--- config.mk ---
export PLATFORM = sky130hd
export DESIGN_NAME = mep_mul
export DESIGN_NICKNAME = d
export VERILOG_FILES = /design/src/rtl/mep_pkg.sv /design/src/rtl/mep_mul.sv
export SDC_FILE = /design/constraint.sdc
export NUM_CORES = 2
export LEC_CHECK = 0
export BUFFER_PORTS_ARGS = -buffer_cell sky130_fd_sc_hd__clkbuf_2
export CAP_MARGIN = 20
export CELL_PAD_IN_SITES_DETAIL_PLACEMENT = 2
export CELL_PAD_IN_SITES_GLOBAL_PLACEMENT = 2
export CORE_MARGIN = 5
export CORE_UTILIZATION = 40
export DETAILED_ROUTE_END_ITERATION = 7
export PLACE_DENSITY_LB_ADDON = 0.2
export SKIP_LAST_GASP = 1
export SYNTH_ARGS = -nofsm -noshare
export SYNTH_HDL_FRONTEND = slang
export SYNTH_SLANG_ARGS = --single-unit
export TNS_END_PERCENT = 10
--- constraint.sdc ---
create_clock -name vclk -period 23.3
set_input_delay 3.495 -clock vclk [all_inputs]
set_output_delay 3.495 -clock vclk [all_outputs]
set_load 0.05 [all_outputs]
--- src/rtl/mep_pkg.sv ---
// Shared types and constants for the escape-time pixel unit.
// No dependencies; imported by the multiplier, the divider and the top level.
`timescale 1ns / 1ps

package mep_pkg;

  // Default fixed-point format.
  localparam int FRAC_BITS_DEF   = 26;
  localparam int COORD_WIDTH_DEF = 32;

  // Configuration register indexes.
  localparam logic [2:0] REG_ORIGIN_X     = 3'd0;
  localparam logic [2:0] REG_ORIGIN_Y     = 3'd1;
  localparam logic [2:0] REG_PIXEL_STEP   = 3'd2;
  localparam logic [2:0] REG_MAX_ITER     = 3'd3;
  localparam logic [2:0] REG_ESCAPE_R2    = 3'd4;
  localparam logic [2:0] REG_FRAME_WIDTH  = 3'd5;
  localparam logic [2:0] REG_FRAME_HEIGHT = 3'd6;

  // Reset values of the configuration registers.
  localparam logic [31:0] RST_ORIGIN_X     = 32'hF600_0000;
  localparam logic [31:0] RST_ORIGIN_Y     = 32'h0500_0000;
  localparam logic [30:0] RST_PIXEL_STEP   = 31'd335544;
  localparam logic [10:0] RST_MAX_ITER     = 11'd256;
  localparam logic [30:0] RST_ESCAPE_R2    = 31'd268435456;
  localparam logic [12:0] RST_FRAME_WIDTH  = 13'd800;
  localparam logic [12:0] RST_FRAME_HEIGHT = 13'd600;

  // Colouring constants.
  localparam logic [31:0] RED_BIAS   = 32'd69;
  localparam logic [10:0] RED_MOD    = 11'd68;
  localparam logic [7:0]  RED_BASE   = 8'd81;
  localparam logic [31:0] BLUE_BIAS  = 32'd27;
  localparam logic [10:0] BLUE_MOD   = 11'd67;
  localparam logic [7:0]  BLUE_BASE  = 8'd100;

  // Reciprocals of the colour moduli, scaled by 2^RECIP_SHIFT and rounded up.
  // They give exact quotients for magnitudes up to 2^31.
  localparam int          RECIP_SHIFT = 37;
  localparam logic [31:0] RED_RECIP   = 32'd2021161081;
  localparam logic [31:0] BLUE_RECIP  = 32'd2051327664;

  // Modes of the shared multiplier.
  typedef enum logic [1:0] {
    MUL_INT,
    MUL_FIX,
    MUL_WRAP
  } mul_mode_t;

  // Sequencer states.
  typedef enum logic [4:0] {
    ST_IDLE,
    ST_ADDR,
    ST_CR,
    ST_CI,
    ST_X2,
    ST_Y2,
    ST_CHK,
    ST_G,
    ST_CC,
    ST_B,
    ST_DIV1,
    ST_INT,
    ST_GR,
    ST_RN,
    ST_DIV2,
    ST_REM1S,
    ST_REM1,
    ST_REM2S,
    ST_REM2,
    ST_OUT
  } state_t;

  // Handshake between the sequencer and the divider.
  typedef struct packed {
    logic busy;
    logic done;
  } div_status_t;

endpackage

--- src/rtl/mep_mul.sv ---
// Shared multiplier: exact magnitude product, optional fraction shift,
// saturation to the coordinate range, and a wrapped low word. Uses mep_pkg.
`timescale 1ns / 1ps

module mep_mul import mep_pkg::*; #(
  parameter int FRAC_BITS   = FRAC_BITS_DEF,
  parameter int COORD_WIDTH = COORD_WIDTH_DEF,
  parameter int MW          = 32
) (
  input  logic signed [MW-1:0]          a,
  input  logic signed [MW-1:0]          b,
  input  mul_mode_t                     mode,
  output logic signed [COORD_WIDTH-1:0] fix,
  output logic [31:0]                   lo,
  output logic [31:0]                   hi
);

  localparam int PW = 2 * MW;
  localparam logic [PW-1:0] LIM = (PW'(1) << (COORD_WIDTH - 1)) - PW'(1);

  logic          neg;
  logic [MW-1:0] ua;
  logic [MW-1:0] ub;
  logic [PW-1:0] prod;
  logic [PW-1:0] sprod;
  logic [PW-1:0] lim;
  logic [COORD_WIDTH-1:0] mag;

  // Multiply magnitudes so that truncation goes toward zero.
  always_comb begin
    neg   = a[MW-1] ^ b[MW-1];
    ua    = a[MW-1] ? (~a + MW'(1)) : a;
    ub    = b[MW-1] ? (~b + MW'(1)) : b;
    prod  = PW'(ua) * PW'(ub);
    sprod = (mode == MUL_FIX) ? (prod >> FRAC_BITS) : prod;
    lim   = LIM + PW'(neg);
    mag   = sprod[COORD_WIDTH-1:0];
  end

  // Saturate to the signed coordinate range, then restore the sign.
  always_comb begin
    if (sprod > lim) begin
      fix = neg ? {1'b1, {(COORD_WIDTH-1){1'b0}}} : {1'b0, {(COORD_WIDTH-1){1'b1}}};
    end else begin
      fix = neg ? signed'(~mag + COORD_WIDTH'(1)) : signed'(mag);
    end
    lo = neg ? (~prod[31:0] + 32'd1) : prod[31:0];
    // Upper word of the magnitude product, used for reciprocal division.
    hi = prod[63:32];
  end

endmodule

# Yosys cells after proc, flatten, opt, wreduce, memory -nomap -nowiden
# Cells that the tools add are included.
[totals] mem_bits_ro=0 mem_count=0 mem_bits_rw=0 wordCells=20 latchBits=0 input_bits=66 reg_bits=0 out_inout_bits=96
[op_classes] n_shift=0 magnitude_cmp=1 bitwise_logic=5 n_mux=7 reduce_logical=0 n_addsub=5 n_mul=1 n_div=0 eq_ne=1
[op_table] op="two-way mux 32 bit" count=6
[op_table] op="NOT 32 bit" count=4
[op_table] op="adder 32 x 1 -> 32 bit, second input constant" count=2
[op_table] op="adder 32 x 2 -> 32 bit, second input constant" count=2
[op_table] op="> comparator 64 x 32 -> 1 bit" count=1
[op_table] op="multiplier 32 x 32 -> 64 bit" count=1
[op_table] op="two-way mux 64 bit" count=1
[op_table] op="adder 31 x 1 -> 32 bit, first input constant" count=1
[op_table] op="== test 2 x 1 -> 1 bit, second input constant" count=1
[op_table] op="XOR 1 bit" count=1

# Depth between registers and ports, before layout
[logic_depth] depth_word=9 ltp_mapped=53 mapped_depth_nobuf=48

# Worst setup path before layout
# OpenSTA, ideal clock, no wires.
[synth_timing] path_type="in2out" start="input port b[0]" end="output port fix[15]" setup_slack_ps=2185 cell_stages=45 path_buffers=4 arrival_time_ps=17620 t_required_ps=19805 path_cell_list="inv_1 -> clkbuf_1 -> ha_1 -> nand2_1 -> or2_2 -> nand2b_1 -> or2_2 -> or4_1 -> o21ai_0 -> xor2_1 -> clkbuf_1 -> nor2_1 -> fa_1 -> inv_1 -> fa_1 -> inv_1 -> fa_1 -> fa_1 -> [... 9 more ...] -> clkbuf_1 -> and2_1 -> a211oi_1 -> or2_1 -> a21o_1 -> a31o_2 -> a211oi_1 -> mux2_2 -> ha_1 -> nand4_1 -> o21ai_0 -> a211o_1 -> a21oi_1 -> a31oi_1 -> or4_1 -> nor4_1 -> nand3_1 -> o311ai_0"
[synth_via] elab_cells_between_ends=10 classes_between="add/sub: 2; mul: 1; order compare: 1; mux: 4; bitwise: 2"
[synth_lines] element="start: declaration" line_no="mep_mul.sv:11" rtl="input logic signed [MW-1:0] b,"
[synth_lines] element="NOT 32 bit" line_no="mep_mul.sv:33" rtl="ub = b[MW-1] ? (~b + MW'(1)) : b;"
[synth_lines] element="adder 32 x 2 -> 32 bit" line_no="mep_mul.sv:33"
[synth_lines] element="two-way mux 32 bit *" line_no="mep_mul.sv:33"
[synth_lines] element="multiplier 32 x 32 -> 64 bit *" line_no="mep_mul.sv:34" rtl="prod = PW'(ua) * PW'(ub);"
[synth_lines] element="via hi[22]" line_no="mep_mul.sv:15" rtl="output logic [31:0] hi"
[synth_lines] element="two-way mux 64 bit *" line_no="mep_mul.sv:35" rtl="sprod = (mode == MUL_FIX) ? (prod >> FRAC_BITS) : prod;"
[synth_lines] element="> comparator 64 x 32 -> 1 bit *" line_no="mep_mul.sv:42" rtl="if (sprod > lim) begin"
[synth_lines] element="two-way mux 32 bit *" line_no="mep_mul.sv:42"
[synth_lines] element="end: declaration" line_no="mep_mul.sv:13" rtl="output logic signed [COORD_WIDTH-1:0] fix,"
# The timed path passes the listed nets; every way through them passes the cells marked *.

# Worst setup path in the final report
[layout_timing] start="input port b[0]" end="output port fix[16]"
[layout_via] elab_chain_len=9 elab_cells_between_ends=10 classes_between="add/sub: 2; mul: 1; order compare: 1; mux: 4; bitwise: 2"
[layout_rtl] element="NOT 32 bit" line_no="mep_mul.sv:33"
[layout_rtl] element="adder 32 x 2 -> 32 bit" line_no="mep_mul.sv:33"
[layout_rtl] element="two-way mux 32 bit *" line_no="mep_mul.sv:33"
[layout_rtl] element="multiplier 32 x 32 -> 64 bit *" line_no="mep_mul.sv:34"
[layout_rtl] element="two-way mux 64 bit *" line_no="mep_mul.sv:35"
[layout_rtl] element="NOT 32 bit" line_no="mep_mul.sv:45" rtl="fix = neg ? signed'(~mag + COORD_WIDTH'(1)) : signed'(mag);"
[layout_rtl] element="adder 32 x 1 -> 32 bit" line_no="mep_mul.sv:45"
[layout_rtl] element="two-way mux 32 bit" line_no="mep_mul.sv:45"
[layout_rtl] element="two-way mux 32 bit *" line_no="mep_mul.sv:42"
# Every way passes the cells marked *; elsewhere a longest branch is shown, timed or not.

==> metrics.md <==
| Metric | Value |
|---|---|
| Unrepaired setup endpoints after global routing | false |
| CP Capture Type | output pin |
| Syn nets | 5894 |
| DRT Wirelength | 174000 um |
| Share of cells above drive strength 1 | 8.73% |
| Clkbuf count | 0 |
| ANT cells | 0 |
| Post-DR vias/cell | 5.80 |
| Layout Cells excl Fill | 5950 |
| Min Tclk post-route | 22.27 ns |
| Most used cell, CP | fa_1 |
| Mapped Cells | 4633 |
| Worst path slowest cell | o21ai_0 |
| Max Slew Vio Count | 0 |
| Fin crit share | 95.6% |
| Hold EP | lo[0] |
| Hold Path Stages | 4 |
| Max Cap Viol | 0 |
| # placed instances | 5946 |
| Grt ovf | 0 |
| Port bufs | 162 |
| Gpl congestion | 0.911 |
| Outcome | completed |
| Count of final setup violators | 0 |
| Seq Cell Count | 0 |
| Fin nets | 5948 |
| Die Height | 319 um |
| CTS resizes | 0 |
| Die width | 319 um |
| Die area | 102000 um^2 |
| Critical path peak fanout | 23 |
| Sequential share of the synthesized area | 0% |
| Tightest Pin Transition | 1.24 ns |
| Count of hold-fix buffers inserted at cts | 0 |
| YS warnings | 0 |
| Data required time at the worst endpoint | 19.81 ns |
| Final hold violations | 0 |
| Pin count of the biggest net entering global routing | 76 |
| I/O Pins | 162 |
| Syn-to-layout area delta | 8.04% |
| Synth Area per Inst | 8.22 um^2 |
| Commonest non-fill, non-tap cell in the layout | inv_1 |
| Vias in the first global route | 40700 |
| Postcts setup bufs | 0 |
| Hpwl dp | 146000 um |
| Initial DRC Count | 2452 |
| Commonest cells after routing, fill and taps aside | 909 x inv_1, 896 x fa_1, 690 x nand2_1, 583 x nor2_1, 299 x ha_1 |
| First-pass GRT wire length | 263000 um |
| Initial core utilization | 40.2% |
| Slew margin rel. | 16.8% |
| Class of the worst hold path | in2out |
| Num rows | 113 |
| Number of iterations in the first detailed-routing pass | 8 |
| DRT antenna net count | 0 |
| GRT Total Usage | 34.2% |
| Core area | 94700 um^2 |
| Initial antenna violation count | 0 |
| Startpoint Class | input pin |
| Post-route DRC | 0 |
| Crit path DAT | 18.78 ns |
| Hold_sp | b[0] |
| Setup TNS | 0 ns |
| Via count | 34500 |
| CP Class | in2out |
| Peak Freq | 0.0449 GHz |
| Post-DR wirelength/cell | 29.3 um |
| Synthesized area | 38100 um^2 |
| Yosys cell types | 104 |
| Register area | 0 um^2 |
| CP max stage delay | 0.83 ns |
synthesized netlist by cell type, drive strengths merged (5+ instances only):
master | number | share of area, %
o22ai | 5 | 0.082
nand3 | 43 | 0.56
and2 | 41 | 0.68
or4 | 19 | 0.39
xnor2 | 109 | 2.5
a211o | 10 | 0.23
a41oi | 9 | 0.21
o211ai | 18 | 0.38
or3 | 16 | 0.27
o41ai | 8 | 0.18
buf | 24 | 0.39
mux2 | 6 | 0.18
nor3b | 5 | 0.099
a21oi | 134 | 1.8
a211oi | 15 | 0.31
nand2 | 692 | 6.8
a21boi | 8 | 0.19
and4 | 10 | 0.23
nor3 | 61 | 0.81
and3 | 16 | 0.27
nor2b | 8 | 0.13
or2 | 8 | 0.13
nand2b | 15 | 0.25
nor4 | 20 | 0.34
a221oi | 6 | 0.15
o21ai | 102 | 1.3
a2111oi | 5 | 0.12
a21o | 30 | 0.60
o21a | 15 | 0.30
a22o | 7 | 0.16
nor2 | 585 | 5.8
fa | 896 | 47
nand4 | 43 | 0.71
ha | 299 | 9.8
o31a | 5 | 0.11
o311a | 5 | 0.13
mux2i | 11 | 0.29
o31ai | 25 | 0.49
clkbuf | 206 | 2.3
xor2 | 84 | 1.9
inv | 911 | 9.0
o21bai | 9 | 0.18
o311ai | 8 | 0.18
a31oi | 18 | 0.31
metrics by stage:
| step | cell area (um^2) | worst slack, ns | hold slack, ns | utilization, % |
|---|---|---|---|---|
| finish | 41200 | 1.03 | 8.07 | 43.5 |
| global route | 41200 | 0.274 | 8.13 | 43.5 |
| CTS | 41100 | 1.15 | 8.07 | 43.4 |
| detailed placement | 41100 | 1.21 | 8.07 | 43.4 |
| global placement | 41100 | 1.70 | 8.04 | 43.4 |
| floorplan | 38100 | 2.19 | 7.28 | - |
kinds of logic after synthesis:
group,synth area share [%]
buffers and inverters,11.7
adder cells (fa/ha/maj),56.9
AND/OR/NAND/NOR,17.9
multiplexers,0.466
XOR/XNOR,4.44
AO/OA/AOI/OAI,8.60
metal layers:
metal | wire (um) | part of all wire (%) | track usage, % | vias to the layer above
met3 | 11000 | 6.3 | 4.78 | 465
met5 | 0 | 0 | 0 | -
li1 | - | - | - | 14300
met1 | 67300 | 39 | 42.5 | 18400
met4 | 11800 | 6.8 | 18.0 | 0
met2 | 84400 | 48 | 58.0 | 1292
worst max-delay path, delay by kind of cell:
family	cells	cell delay [ns]
fa+ha+maj	11	5.22
simple gates	16	4.36
compound gates	7	3.14
buf+inv	7	1.89
xor+xnor	1	0.62
how the worst max path moves through the flow:
stage / start / to
3_5_place_dp: b[0] / fix[16]
3_3_place_gp: b[0] / fix[16]
2_1_floorplan: b[0] / fix[15]
4_1_cts: b[0] / fix[16]
6_report: b[0] / fix[16]
5_1_grt: b[0] / fix[16]
area by class of cell:
cell class                 count  area, um^2
fill                       10700       53600
inverter                     912        3420
multi-input combinational   3490       34400
tap                         1265        1580
timing repair buffer         283        1750
Power is not shown: default switching activity piles up to over one toggle a cycle in this logic, so the estimate is an artifact.
