## src/rtl/mep_pkg.sv

```systemverilog
// Shared types and constants for the escape-time pixel unit.
// No dependencies; imported by the multiplier, the divider and the top level.
`timescale 1ns / 1ps

package mep_pkg;

  // Default fixed-point format.
  localparam int FRAC_BITS_DEF   = 26;
  localparam int COORD_WIDTH_DEF = 32;

  // Configuration register indexes.
  localparam logic [2:0] REG_ORIGIN_X     = 3'd0;
  localparam logic [2:0] REG_ORIGIN_Y     = 3'd1;
  localparam logic [2:0] REG_PIXEL_STEP   = 3'd2;
  localparam logic [2:0] REG_MAX_ITER     = 3'd3;
  localparam logic [2:0] REG_ESCAPE_R2    = 3'd4;
  localparam logic [2:0] REG_FRAME_WIDTH  = 3'd5;
  localparam logic [2:0] REG_FRAME_HEIGHT = 3'd6;

  // Reset values of the configuration registers.
  localparam logic [31:0] RST_ORIGIN_X     = 32'hF600_0000;
  localparam logic [31:0] RST_ORIGIN_Y     = 32'h0500_0000;
  localparam logic [30:0] RST_PIXEL_STEP   = 31'd335544;
  localparam logic [10:0] RST_MAX_ITER     = 11'd256;
  localparam logic [30:0] RST_ESCAPE_R2    = 31'd268435456;
  localparam logic [12:0] RST_FRAME_WIDTH  = 13'd800;
  localparam logic [12:0] RST_FRAME_HEIGHT = 13'd600;

  // Colouring constants.
  localparam logic [31:0] RED_BIAS   = 32'd69;
  localparam logic [10:0] RED_MOD    = 11'd68;
  localparam logic [7:0]  RED_BASE   = 8'd81;
  localparam logic [31:0] BLUE_BIAS  = 32'd27;
  localparam logic [10:0] BLUE_MOD   = 11'd67;
  localparam logic [7:0]  BLUE_BASE  = 8'd100;

  // Reciprocals of the colour moduli, scaled by 2^RECIP_SHIFT and rounded up.
  // They give exact quotients for magnitudes up to 2^31.
  localparam int          RECIP_SHIFT = 37;
  localparam logic [31:0] RED_RECIP   = 32'd2021161081;
  localparam logic [31:0] BLUE_RECIP  = 32'd2051327664;

  // Modes of the shared multiplier.
  typedef enum logic [1:0] {
    MUL_INT,
    MUL_FIX,
    MUL_WRAP
  } mul_mode_t;

  // Sequencer states.
  typedef enum logic [4:0] {
    ST_IDLE,
    ST_ADDR,
    ST_CR,
    ST_CI,
    ST_X2,
    ST_Y2,
    ST_CHK,
    ST_G,
    ST_CC,
    ST_B,
    ST_DIV1,
    ST_INT,
    ST_GR,
    ST_RN,
    ST_DIV2,
    ST_REM1S,
    ST_REM1,
    ST_REM2S,
    ST_REM2,
    ST_OUT
  } state_t;

  // Handshake between the sequencer and the divider.
  typedef struct packed {
    logic busy;
    logic done;
  } div_status_t;

endpackage

```

## src/rtl/mep_div.sv

```systemverilog
// Iterative signed-by-unsigned divider, one quotient bit per cycle.
// The quotient truncates toward zero. Uses mep_pkg.
`timescale 1ns / 1ps

module mep_div import mep_pkg::*; #(
  parameter int DW = 32
) (
  input  logic                 clk,
  input  logic                 rst,
  input  logic                 start,
  input  logic signed [DW-1:0] dividend,
  input  logic [10:0]          divisor,
  output div_status_t          status,
  output logic signed [DW-1:0] quot
);

  localparam int CW = $clog2(DW + 1);

  logic          busy;
  logic          done;
  logic [CW-1:0] cnt;
  logic          sgn;
  logic [DW-1:0] mag;
  logic [10:0]   dvs;
  logic [10:0]   part;
  logic [11:0]   trial;
  logic          fits;

  // One restoring step.
  always_comb begin
    trial = {part, mag[DW-1]};
    fits  = trial >= {1'b0, dvs};
  end

  // Control of the step counter.
  always_ff @(posedge clk) begin
    if (rst) begin
      busy <= 1'b0;
      done <= 1'b0;
      cnt  <= '0;
    end else begin
      done <= 1'b0;
      if (start && !busy) begin
        busy <= 1'b1;
        cnt  <= CW'(DW);
      end else if (busy) begin
        cnt <= cnt - CW'(1);
        if (cnt == CW'(1)) begin
          busy <= 1'b0;
          done <= 1'b1;
        end
      end
    end
  end

  // Shift register of dividend and quotient, plus partial remainder.
  always_ff @(posedge clk) begin
    if (start && !busy) begin
      sgn  <= dividend[DW-1];
      mag  <= dividend[DW-1] ? (~dividend + DW'(1)) : dividend;
      dvs  <= divisor;
      part <= '0;
    end else if (busy) begin
      mag  <= {mag[DW-2:0], fits};
      part <= fits ? 11'(trial - {1'b0, dvs}) : trial[10:0];
    end
  end

  always_comb begin
    status.busy = busy;
    status.done = done;
    quot = sgn ? signed'(~mag + DW'(1)) : signed'(mag);
  end

endmodule

```

## config.mk

```make
export PLATFORM = sky130hd
export DESIGN_NAME = mep_div
export DESIGN_NICKNAME = d
export VERILOG_FILES = /design/src/rtl/mep_pkg.sv /design/src/rtl/mep_div.sv
export SDC_FILE = /design/constraint.sdc
export NUM_CORES = 1
export LEC_CHECK = 0
export ABC_CLOCK_PERIOD_IN_PS = 3100
export BUFFER_PORTS_ARGS = -buffer_cell sky130_fd_sc_hd__buf_2
export CORE_MARGIN = 2
export CORE_UTILIZATION = 58
export CTS_BUF_LIST = sky130_fd_sc_hd__clkbuf_2 sky130_fd_sc_hd__clkbuf_4 sky130_fd_sc_hd__clkbuf_8
export DETAILED_ROUTE_END_ITERATION = 6
export PLACE_DENSITY = 0.81
export SYNTH_ARGS = -nofsm -noshare
export SYNTH_HDL_FRONTEND = slang
export SYNTH_SLANG_ARGS = --single-unit
```

## constraint.sdc

```tcl
create_clock -name clk -period 3.1 [get_ports clk]
set_clock_uncertainty 0.2 [all_clocks]
set_input_delay 0.31 -clock clk [delete_from_list [all_inputs] [get_ports clk]]
set_output_delay 0.31 -clock clk [all_outputs]
set_load 0.05 [all_outputs]
```

Yosys cells after proc, flatten, opt, wreduce, memory -nomap -nowiden

Cells that the tools add are included.

Bitwise gates (word level): 3
Eq/ne operators: 1
Multiplexer cells: 11
Reductions and logical operators: 5
Order comparisons: 1
$add $sub $neg: 4

Operators by type and width:

| cell                                                | number |
|---|---|
| 2-to-1 mux 32 bit                                   | 4 |
| NOT 32 bit                                          | 2 |
| adder 32 x 1 -> 32 bit, second input constant       | 1 |
| adder 32 x 2 -> 32 bit, second input constant       | 1 |
| greater-or-equal comparator 12 x 11 -> 1 bit        | 1 |
| 2-to-1 mux 6 bit                                    | 2 |
| 2-to-1 mux 11 bit                                   | 1 |
| subtractor 11 bit                                   | 1 |
| equality test 6 x 1 -> 1 bit, second input constant | 1 |
| subtractor 6 x 1 -> 6 bit, second input constant    | 1 |
| 2-to-1 mux 1 bit                                    | 4 |
| OR reduction 3 bit                                  | 1 |
| nonzero test 2 bit                                  | 1 |
| OR reduction 2 bit                                  | 1 |
| logical AND 1 bit                                   | 1 |
| zero test 1 bit                                     | 1 |
| NOT 1 bit                                           | 1 |

Input port bits: 46
Output and inout bits: 34
Register bits: 63
Word-level logic and storage cells: 33

Depth between registers and ports, before layout

Gate-level depths: netlist of the first run.

Depth in word-level cells: 4
Gate-level depth with buffers: 10
Depth with buffers taken out: 9

Worst setup path after synthesis of the first run

Ideal clock, no wire load.

Path type: reg2out
Start point: reg mag[9]
End point: out quot[21]
Stages on the path, launching flop included: 8
Path slack: -0.164 ns
Arrival: 2.754 ns
Path buffers: 1
Data required time: 2.590 ns
Cells stage by stage: edfxtp_1 -> or4_1 -> or2_1 -> or3_1 -> buf_2 -> or4_4 -> o31ai_2 -> xnor2_1

Word-level cells in the longest chain between the ends: 3

RTL lines:

| element                | RTL line      | text |
|---|---|---|
| from (decl)            | mep_div.sv:23 | `logic [DW-1:0] mag;` |
| from (signal assigned) | mep_div.sv:60 | `mag <= dividend[DW-1] ? (~dividend + DW'(1)) : dividend;` |
| from (signal assigned) | mep_div.sv:64 | `mag <= {mag[DW-2:0], fits};` |
| NOT 32 bit             | mep_div.sv:72 | `quot = sgn ? signed'(~mag + DW'(1)) : signed'(mag);` |
| adder 32 x 1 -> 32 bit | mep_div.sv:72 |  |
| 2-to-1 mux 32 bit      | mep_div.sv:72 |  |
| to (decl)              | mep_div.sv:14 | `output logic signed [DW-1:0] quot` |

Every way passes these cells.

Worst setup path after layout of the first run

Start point: reg mag[10]
End point: out quot[22]

The elaborated chain is that of the path after synthesis.

==> results.tsv, run 1 <==
metric	value	unit
status	finished with violations	
violated checks	negative setup slack	
Mapped Cells	460	
Routed WL per cell	16.3	um
via/cell ratio	5.85	
CTS tree	yes	
Yosys reg bits	63	
Starting Density	59.5	%
Placed Instances	648	
Non-Filler Instances	680	
delay-heaviest family, CP	simple AND/OR/NAND/NOR gates	
CTS Root Cell	clkbuf_8	
Area contributors post-synth	edfxtp_1, dfxtp_1, xnor2_1, xor2_1, o21ai_0	
Pwr Density	657	mW/mm2
CTS Buf Count	9	
Post-DP HPWL	7690	um
Crit Path Class	register to primary output	
Worst-Margin Slew	726	ps
asr flop ratio synth	0	%
post-synth top area cell	edfxtp_1	
count of input and output buffers	79	
TritonRoute pass-1 iters	6	
ys flop type	edfxtp_1	
most frequent CP cell	or4_4	
crit-path max FO	3	
Critical Path RT	2590	ps
DRC Markers	0	
Final nets	638	
DRC marker count from the first detailed-route iteration	240	
crit path time final	3530	ps
CP endpoint kind	primary output	
Placed Area	0.00499	mm2
area delta synth->final	31.4	%
drt total wl	11100	um
Max Cap Violations	0	
Leakage	2.31	nW
Final setup viols	16	
RSZ-0062 raised after global routing	true	
critical-path cell list	or4_4, or2_4, or3_4, or4_4, o41ai_2, buf_4, xnor2_2, buf_6	
post-synth top area share	30.9	%
Synth cell types	54	
Buf/Inv on CP	2	
syn_nets	522	
first-pass GRT wire length	18000	um
Mapped Avg Cell Area	9.29	um2
Die Y	89.8	um
Peak supply drop	0.000280	V
Post-Synthesis Cell Area	0.00427	mm2
Post-synth EDFFs	44	
worst slack, placed	-111	ps
worst skew pair latency	340	ps
sequential share of the synthesized area	39.8	%
Setup crit start	mag[10]	
Final WS setup	-430	ps
clock tree buffer depth	2	
n_diodes	0	
clock sinks	63	
grt ovf	0	
I/O Pins	80	
period utilization	114	%
Core Region	0.00718	mm2
Largest stage delay, worst path	550	ps
Die ar.	0.00807	mm2
min-delay src	rst	
Die Width	89.8	um
post-route ant nets	0	
layout cells sized above 1	29.8	%
Vias	3977	
final instance area	0.00562	mm2
row count	31	
final core utilization	78.3	%
largest net degree at the start of global routing	64	
slowest stage cell, crit path	or4_4	
startpoint types	register	
number of global-route vias before repair	3824	
area of the multi-input gates	0.00262	mm2
FF+latch area	0.00170	mm2
Syn. warnings	0	
HP Class	input port to register	
H-tree depth	3	
Routability Congestion	0.896	
Peak Freq	0.283	GHz
final hold vios	0	
initial antenna violation count	0	
fillcell total	457	
CP arrival	3020	ps
Worst R2R Start	mag[31]	
Clock transition at path regs	80	ps
Global Route Usage Sum	27.3	%
worst hold margin	43.6	ps
final max-slew violation count	0	
Slew headroom	51.6	%
## registers in the layout (all words and copies together), names as in the netlist
signal and count:
sgn 1, cnt 6, done 1, busy 1
part 11, dvs 11, mag 32
## synth_stat cells (all sizes together) (4+ instances only)
cell type,count
nand2,55
o21ai,54
edfxtp,44
xnor2,39
xor2,32
inv,24
dfxtp,19
o31ai,19
nor3,18
clkbuf,17
ha,15
nor2,13
o41ai,11
or4,11
or3,7
buf,6
nand3,6
nand3b,5
nand4,5
a31oi,4
mux2i,4
nor4,4
o311ai,4
or2,4
## per-stage QoR
stage / setup TNS (ps) / total power, mW
after floorplan: -85.7 / 2.42
after global placement: -174 / 2.81
after detailed placement: -253 / 2.85
after CTS: -2070 / 3.64
after global routing: -4280 / 3.89
final: -3050 / 3.69
## cell families after synthesis
| family | after synthesis | synth area share (%) |
|---|---|---|
| AO/OA/AOI/OAI | 113 | 17.5 |
| XOR/XNOR | 71 | 14.6 |
| adder cells (fa/ha/maj) | 16 | 4.86 |
| buffers and inverters | 48 | 4.51 |
| flip-flops | 63 | 39.8 |
| multiplexers | 5 | 1.20 |
| AND/OR/NAND/NOR | 144 | 17.6 |
## worst paths after layout
path                   end  slack [ps]  cells past startpoint
setup / recovery  quot[22]        -430                      8
hold / removal        done          40                      2
setup reg to reg   part[5]         270                     10
hold reg to reg     cnt[5]         280                      1
## layer usage
| metal | part of all wire [%] | vias to the layer above | global-route usage (%) | wire length (um) |
|---|---|---|---|---|
| li1 | - | 1915 | - | - |
| met1 | 42 | 1892 | 35.8 | 4680 |
| met2 | 50 | 153 | 46.5 | 5550 |
| met3 | 6.1 | 17 | 4.19 | 673 |
| met4 | 1.8 | 0 | 9.10 | 195 |
| met5 | 0 | - | 0 | 0 |
## layout make-up
class                           count  area share, %
Clock buffer                       10           2.34
Clock inverter                      6           1.11
Inverter                           25           1.67
Multi-Input combinational cell    349           46.6
Sequential cell                    63           30.3
Tap cell                           99           2.21
Timing Repair Buffer              128           15.7
## placed cells by master, fill, tap and decap left out, drive strengths merged, types with 4 or more instances in the layout
cell         instances
nand2               55
edfxtp              44
xor2                32
nor3                18
nand4                5
o31ai               19
nor2                13
a31oi                4
ha                  15
o21ai               54
buf                117
or3                  7
or4                 11
clkbuf              10
xnor2               39
nor4                 4
nand3                6
mux2i                4
dfxtp               19
o311ai               4
or2                  4
o41ai               11
inv                 24
nand3b               5
dlygate4sd3         11
## what timing repair did
item	4_1_cts	5_1_grt
gates resized for setup	55	10
setup endpoints to repair	18	19
hold endpoints to repair	11	0
buffers inserted	3	3
pin swaps	6	3
hold buffers	11	0
## where the power goes
group	switching [mW]	internal, mW
logic	1.05	0.700
clock network	0.332	0.377
registers	0.144	1.09
Power figures use the tool's default switching activity.
==> inputs of run 2 (changes only) <==
==> config.mk (replaced) <==
export PLATFORM = sky130hd
export DESIGN_NAME = mep_div
export DESIGN_NICKNAME = d
export VERILOG_FILES = /design/src/rtl/mep_pkg.sv /design/src/rtl/mep_div.sv
export SDC_FILE = /design/constraint.sdc
export NUM_CORES = 1
export LEC_CHECK = 0
export ABC_CLOCK_PERIOD_IN_PS = 3100
export BUFFER_PORTS_ARGS = -buffer_cell sky130_fd_sc_hd__buf_2
export CORE_UTILIZATION = 56
export DETAILED_ROUTE_END_ITERATION = 6
export PLACE_DENSITY = 0.78
export SYNTH_ARGS = -nofsm -noshare
export SYNTH_HDL_FRONTEND = slang
export SYNTH_SLANG_ARGS = --single-unit
==> results.tsv, run 2 (synthesized netlist as in run 1, its figures left out) <==
metric	value	unit	change
total power	3.70	mW	was 3.69 mW
crit path time final	3630	ps	was 3530 ps
initial antenna violation count	1		was 0
RSZ-0062 raised after global routing	true		unchanged
fillcell total	472		was 457
HP Class	input port to register		unchanged
Routed WL per cell	17.5	um	was 16.3 um
TritonRoute pass-1 iters	5		was 6
clock tree buffer depth	2		unchanged
CTS Buf Count	9		unchanged
CP arrival	3120	ps	was 3020 ps
Max Cap Violations	0		unchanged
worst skew pair latency	340	ps	about the same
Clock transition at path regs	70	ps	was 80 ps
Leakage	2.34	nW	was 2.31 nW
Worst R2R Start	mag[31]		unchanged
count of input and output buffers	79		unchanged
H-tree depth	3		unchanged
Peak Freq	0.275	GHz	was 0.283 GHz
Post-DP HPWL	7750	um	was 7690 um
Die ar.	0.00798	mm2	was 0.00807 mm2
crit-path max FO	3		unchanged
post-route ant nets	0		unchanged
row count	31		unchanged
NetSw	1.52	mW	was 1.53 mW
Crit Path Class	register to primary output		unchanged
R2R setup slack	140	ps	was 270 ps
first-pass GRT wire length	17100	um	was 18000 um
Worst-Margin Slew	794	ps	was 726 ps
final hold vios	0		unchanged
Final WS setup	-534	ps	was -430 ps
Internal	2.17	mW	was 2.16 mW
Seq pwr share	33.2	%	was 33.3%
min-delay src	rst		unchanged
violated checks	negative setup slack		unchanged
Peak supply drop	0.000264	V	was 0.000280 V
Gate power share	48.6	%	was 47.4%
Final setup viols	18		was 16
Critical Path RT	2590	ps	about the same
Die Y	89.4	um	was 89.8 um
Starting Density	58.3	%	was 59.5%
Sw Share	41.2	%	was 41.4%
Global Route Usage Sum	28.8	%	was 27.3%
period utilization	117	%	was 114%
commonest non-fill, non-tap cell in the layout	buf_2		unchanged
CP endpoint kind	primary output		unchanged
area delta synth->final	33.3	%	was 31.4%
largest reg by FF count	mag		unchanged
Routability Congestion	0.869		was 0.896
FF-to-FF path depth	9		was 10
I/O Pins	80		unchanged
via/cell ratio	5.96		was 5.85
worst r2r dst	part[8]		was part[5]
largest net degree at the start of global routing	40		was 64
status	finished with violations		unchanged
clock sinks	63		unchanged
hold path depth	2		unchanged
layout cells sized above 1	29.8	%	unchanged
Clk pwr share	18.2	%	was 19.2%
startpoint types	register		unchanged
Pwr Density	649	mW/mm2	was 657 mW/mm2
final core utilization	77.7	%	was 78.3%
hold path endpoint	cnt[3]		was done
DRC marker count from the first detailed-route iteration	293		was 240
max FFs per register	32		unchanged
final max-slew violation count	0		unchanged
CTS Root Cell	clkbuf_8		unchanged
Slew headroom	47.1	%	was 51.6%
drt total wl	11900	um	was 11100 um
Final nets	638		unchanged
grt ovf	0		unchanged
most frequent cells in the layout	buf_2, nand2_1, o21ai_0, buf_4, edfxtp_1		was buf_2, nand2_1, buf_4
CTS tree	yes		unchanged
Core Region	0.00733	mm2	was 0.00718 mm2
DRC Markers	0		unchanged
Die Width	89.4	um	was 89.8 um
largest registers	mag: 32 flops, dvs: 11 flops, part: 11 flops		unchanged
number of global-route vias before repair	3740		was 3824
Vias	4057		was 3977
## run 2: cell count changes in the layout (fill, tap and decap cells not counted), sizes merged
cell      before  now
clkbuf        10   11
clkinv         3    4
clkinvlp       3    1
diode          0    1
## run 2: cell type report
type	count	area [um2]	share of cell area, %
multi-input cells	349	2680	47.1
inverters	25	93.8	1.65
flip-flops and latches	63	1700	29.9
clock buffers	11	131	2.31
repair buffers	128	911	16.0
diodes	1	2.50	0.0439
well taps	99	124	2.18
clock inverters	5	48.8	0.857
## run 2: power by group through the flow
stage               clock [mW]  combinational, mW  sequential (mW)
CTS                      0.677               1.74             1.22
finish                   0.672               1.79             1.23
floorplan                    0               1.20             1.22
global route             0.720               1.93             1.24
global placement             0               1.61             1.22
detailed placement           0               1.65             1.22
## run 2: how the worst max path moves through the flow
stage          slack (ps)     from  cells past startpoint       end
3_3_place_gp         -100  mag[10]                      8  quot[22]
2_1_floorplan         -70   mag[9]                      6  quot[22]
6_report             -530  mag[10]                      8  quot[24]
4_1_cts              -390  mag[10]                      8  quot[22]
3_5_place_dp         -140  mag[10]                      8  quot[22]
5_1_grt              -580  mag[10]                      8  quot[24]
## run 2: stage by stage
stage / setup WS, ps / area (um2) / instances / hold WS, ps / TNS, ps
after floorplan: -67.3 / 4320 / 460 / 209 / -85.7
after global placement: -101 / 5000 / 649 / 253 / -186
after detailed placement: -138 / 5000 / 649 / 285 / -426
after CTS: -392 / 5570 / 679 / 33.5 / -3750
after global routing: -577 / 5690 / 680 / 62.2 / -4830
final: -534 / 5690 / 681 / 50.8 / -4090
## run 2: repair_timing
| action | CTS | global route |
|---|---|---|
| hold endpoints to repair | 11 | 0 |
| gates resized for setup | 63 | 20 |
| pin swaps | 13 | 17 |
| setup endpoints to repair | 19 | 19 |
| hold buffers | 11 | 0 |
| setup buffers | 3 | 3 |
## run 2: critical path: stages (launching register included)
cell and delay, ps:
edfxtp_1 420, or4_4 580, or2_4 270, or3_4 340, or4_4 470, o31ai_2 240
buf_4 150, xnor2_2 120, buf_6 190
## run 2: routing by layer
layer  vias to the layer above  GRT usage, %  wire [um]
li1                       1931             -          -
met4                         0          13.1        362
met1                      1892          32.3       4660
met2                       201          51.3       6120
met3                        33          7.48        764
met5                         -             0          0
==> inputs of run 3 (changes only) <==
--- a/config.mk
+++ b/config.mk
@@ -7,9 +7,9 @@
 export LEC_CHECK = 0
 export ABC_CLOCK_PERIOD_IN_PS = 3100
 export BUFFER_PORTS_ARGS = -buffer_cell sky130_fd_sc_hd__buf_2
-export CORE_UTILIZATION = 56
+export CORE_UTILIZATION = 40
 export DETAILED_ROUTE_END_ITERATION = 6
-export PLACE_DENSITY = 0.78
+export PLACE_DENSITY = 0.59
 export SYNTH_ARGS = -nofsm -noshare
 export SYNTH_HDL_FRONTEND = slang
 export SYNTH_SLANG_ARGS = --single-unit
==> results.tsv, run 3 (synthesized netlist as in run 1, its figures left out) <==
metric	value	unit	change
final max-slew violation count	0		unchanged
crit path time final	3520	ps	was 3630 ps
I/O Pins	80		unchanged
hold path depth	2		unchanged
CTS Root Cell	clkbuf_8		unchanged
first-pass GRT wire length	17400	um	was 17100 um
Routed WL per cell	14.9	um	was 17.5 um
Vias	3722		was 4057
grt ovf	0		unchanged
slowest stage cell, crit path	or4_1		was or4_4
H-tree depth	3		unchanged
Global Route Usage Sum	20.1	%	was 28.8%
Die Y	105	um	was 89.4 um
Core Region	0.0103	mm2	was 0.00733 mm2
Peak supply drop	0.000272	V	was 0.000264 V
largest reg by FF count	mag		unchanged
Routability Congestion	0.835		was 0.869
fillcell total	971		was 472
detailed-routed wire length on met2	4840	um	was 6120 um
Leakage	2.27	nW	was 2.34 nW
final instance area	0.00555	mm2	was 0.00569 mm2
initial antenna violation count	0		was 1
wl on met1	5140	um	was 4660 um
critical-path cell list	or4_1, or2_1, or3_4, or4_4, o41ai_2, buf_4, xnor2_2, buf_6		was or4_4, or2_4, or3_4, or4_4, o31ai_2, buf_4, xnor2_2, buf_6
Critical Path RT	2590	ps	about the same
min-delay src	rst		unchanged
post-route ant nets	0		unchanged
Slew headroom	50.9	%	was 47.1%
via/cell ratio	5.20		was 5.96
DRC marker count from the first detailed-route iteration	124		was 293
largest net degree at the start of global routing	64		was 40
Crit Path Class	register to primary output		unchanged
commonest non-fill, non-tap cell in the layout	buf_2		unchanged
HP Class	input port to register		unchanged
FF-to-FF path depth	10		was 9
most frequent cells in the layout	buf_2, nand2_1, buf_4		was buf_2, nand2_1, o21ai_0, buf_4, edfxtp_1
clock sinks	63		unchanged
final hold vios	0		unchanged
CP arrival	3010	ps	was 3120 ps
number of global-route vias before repair	3620		was 3740
area delta synth->final	30.0	%	was 33.3%
TritonRoute pass-1 iters	5		unchanged
Largest stage delay, worst path	540	ps	was 580 ps
Pwr Density	640	mW/mm2	was 649 mW/mm2
Final WS setup	-423	ps	was -534 ps
period utilization	114	%	was 117%
Die ar.	0.0111	mm2	was 0.00798 mm2
largest registers	mag: 32 flops, dvs: 11 flops, part: 11 flops		unchanged
Max Cap Violations	0		unchanged
FF+latch area	0.00170	mm2	unchanged
final core utilization	53.8	%	was 77.7%
status	finished with violations		unchanged
clock tree buffer depth	2		unchanged
layout cells sized above 1	28.3	%	was 29.8%
Die Width	105	um	was 89.4 um
CP endpoint kind	primary output		unchanged
count of input and output buffers	79		unchanged
Setup crit start	mag[10]		unchanged
drt total wl	10700	um	was 11900 um
met3 routed WL	528	um	was 764 um
Worst-Margin Slew	737	ps	was 794 ps
area of the multi-input gates	0.00257	mm2	was 0.00268 mm2
Worst R2R Start	mag[31]		unchanged
startpoint types	register		unchanged
Starting Density	41.4	%	was 58.3%
Final setup viols	15		was 18
Placed Area	0.00505	mm2	was 0.00500 mm2
Final nets	637		was 638
worst slack, placed	-201	ps	was -138 ps
CTS Buf Count	9		unchanged
n_diodes	0		was 1
Top Metal Used	met4		unchanged
RSZ-0062 raised after global routing	true		unchanged
max FFs per register	32		unchanged
Post-DP HPWL	7850	um	was 7750 um
Clock transition at path regs	80	ps	was 70 ps
violated checks	negative setup slack		unchanged
row count	37		was 31
DRC Markers	0		unchanged
crit-path max FO	3		unchanged
CTS tree	yes		unchanged
Peak Freq	0.284	GHz	was 0.275 GHz
worst skew pair latency	350	ps	was 340 ps
==> run 3: cell count changes in the layout (fill, tap and decap cells not counted), moves of 3 or more <==
cell      before  now
buf_2         57   60
buf_6         12    6
clkinv_1       4    1
clkinv_2       0    3
o21ai_4        3    0
xnor2_1       30   33
xnor2_2        9    6
==> run 3: where the power goes <==
group | internal [mW] | switching, mW
clock network | 0.287 | 0.321
registers | 1.09 | 0.129
logic | 0.702 | 1.03
==> run 3: path summary, 6_finish.rpt <==
check / to / slack, ps
setup / recovery: quot[22] / -420
hold / removal: cnt[0] / 40
setup reg to reg: part[2] / 260
hold reg to reg: cnt[5] / 280
==> run 3: timing repair <==
item | CTS | global route
hold endpoints to repair | 11 | 0
setup endpoints to repair | 19 | 21
pin swaps | 5 | 2
resized for setup | 49 | 4
hold buffers | 11 | 0
setup buffers | 1 | 1
==> run 3: through the flow <==
| step | hold slack, ps | total power [mW] | setup TNS (ps) | instances |
|---|---|---|---|---|
| 3_3_place_gp | 257 | 2.85 | -222 | 687 |
| 4_1_cts | 27.4 | 3.56 | -3050 | 715 |
| 6_report | 40.9 | 3.55 | -2790 | 716 |
| 5_1_grt | 26.5 | 3.78 | -4560 | 716 |
| 3_5_place_dp | 264 | 2.88 | -487 | 687 |
| 2_1_floorplan | 209 | 2.42 | -85.7 | 460 |
==> run 3: final cells by class <==
cell class,instances,area share [%]
Tap cell,136,3.06
Sequential cell,63,30.6
Multi-Input combinational cell,349,46.3
Clock inverter,4,0.383
Inverter,25,1.69
Clock buffer,12,2.43
Timing Repair Buffer,127,15.5
==> run 3: critical path, delay by kind of cell, from the launching register on <==
kind | cells | cell delay, ps
AO/OA/AOI/OAI | 1 | 240
flip-flops | 1 | 400
buffers and inverters | 2 | 340
XOR/XNOR | 1 | 100
AND/OR/NAND/NOR | 4 | 1580
==> run 3: routing by layer <==
layer  vias to the layer above  GRT usage [%]
li1                       1918              -
met1                      1703           27.1
met2                        92           32.0
met3                         9           3.71
met4                         0           7.24
met5                         -              0
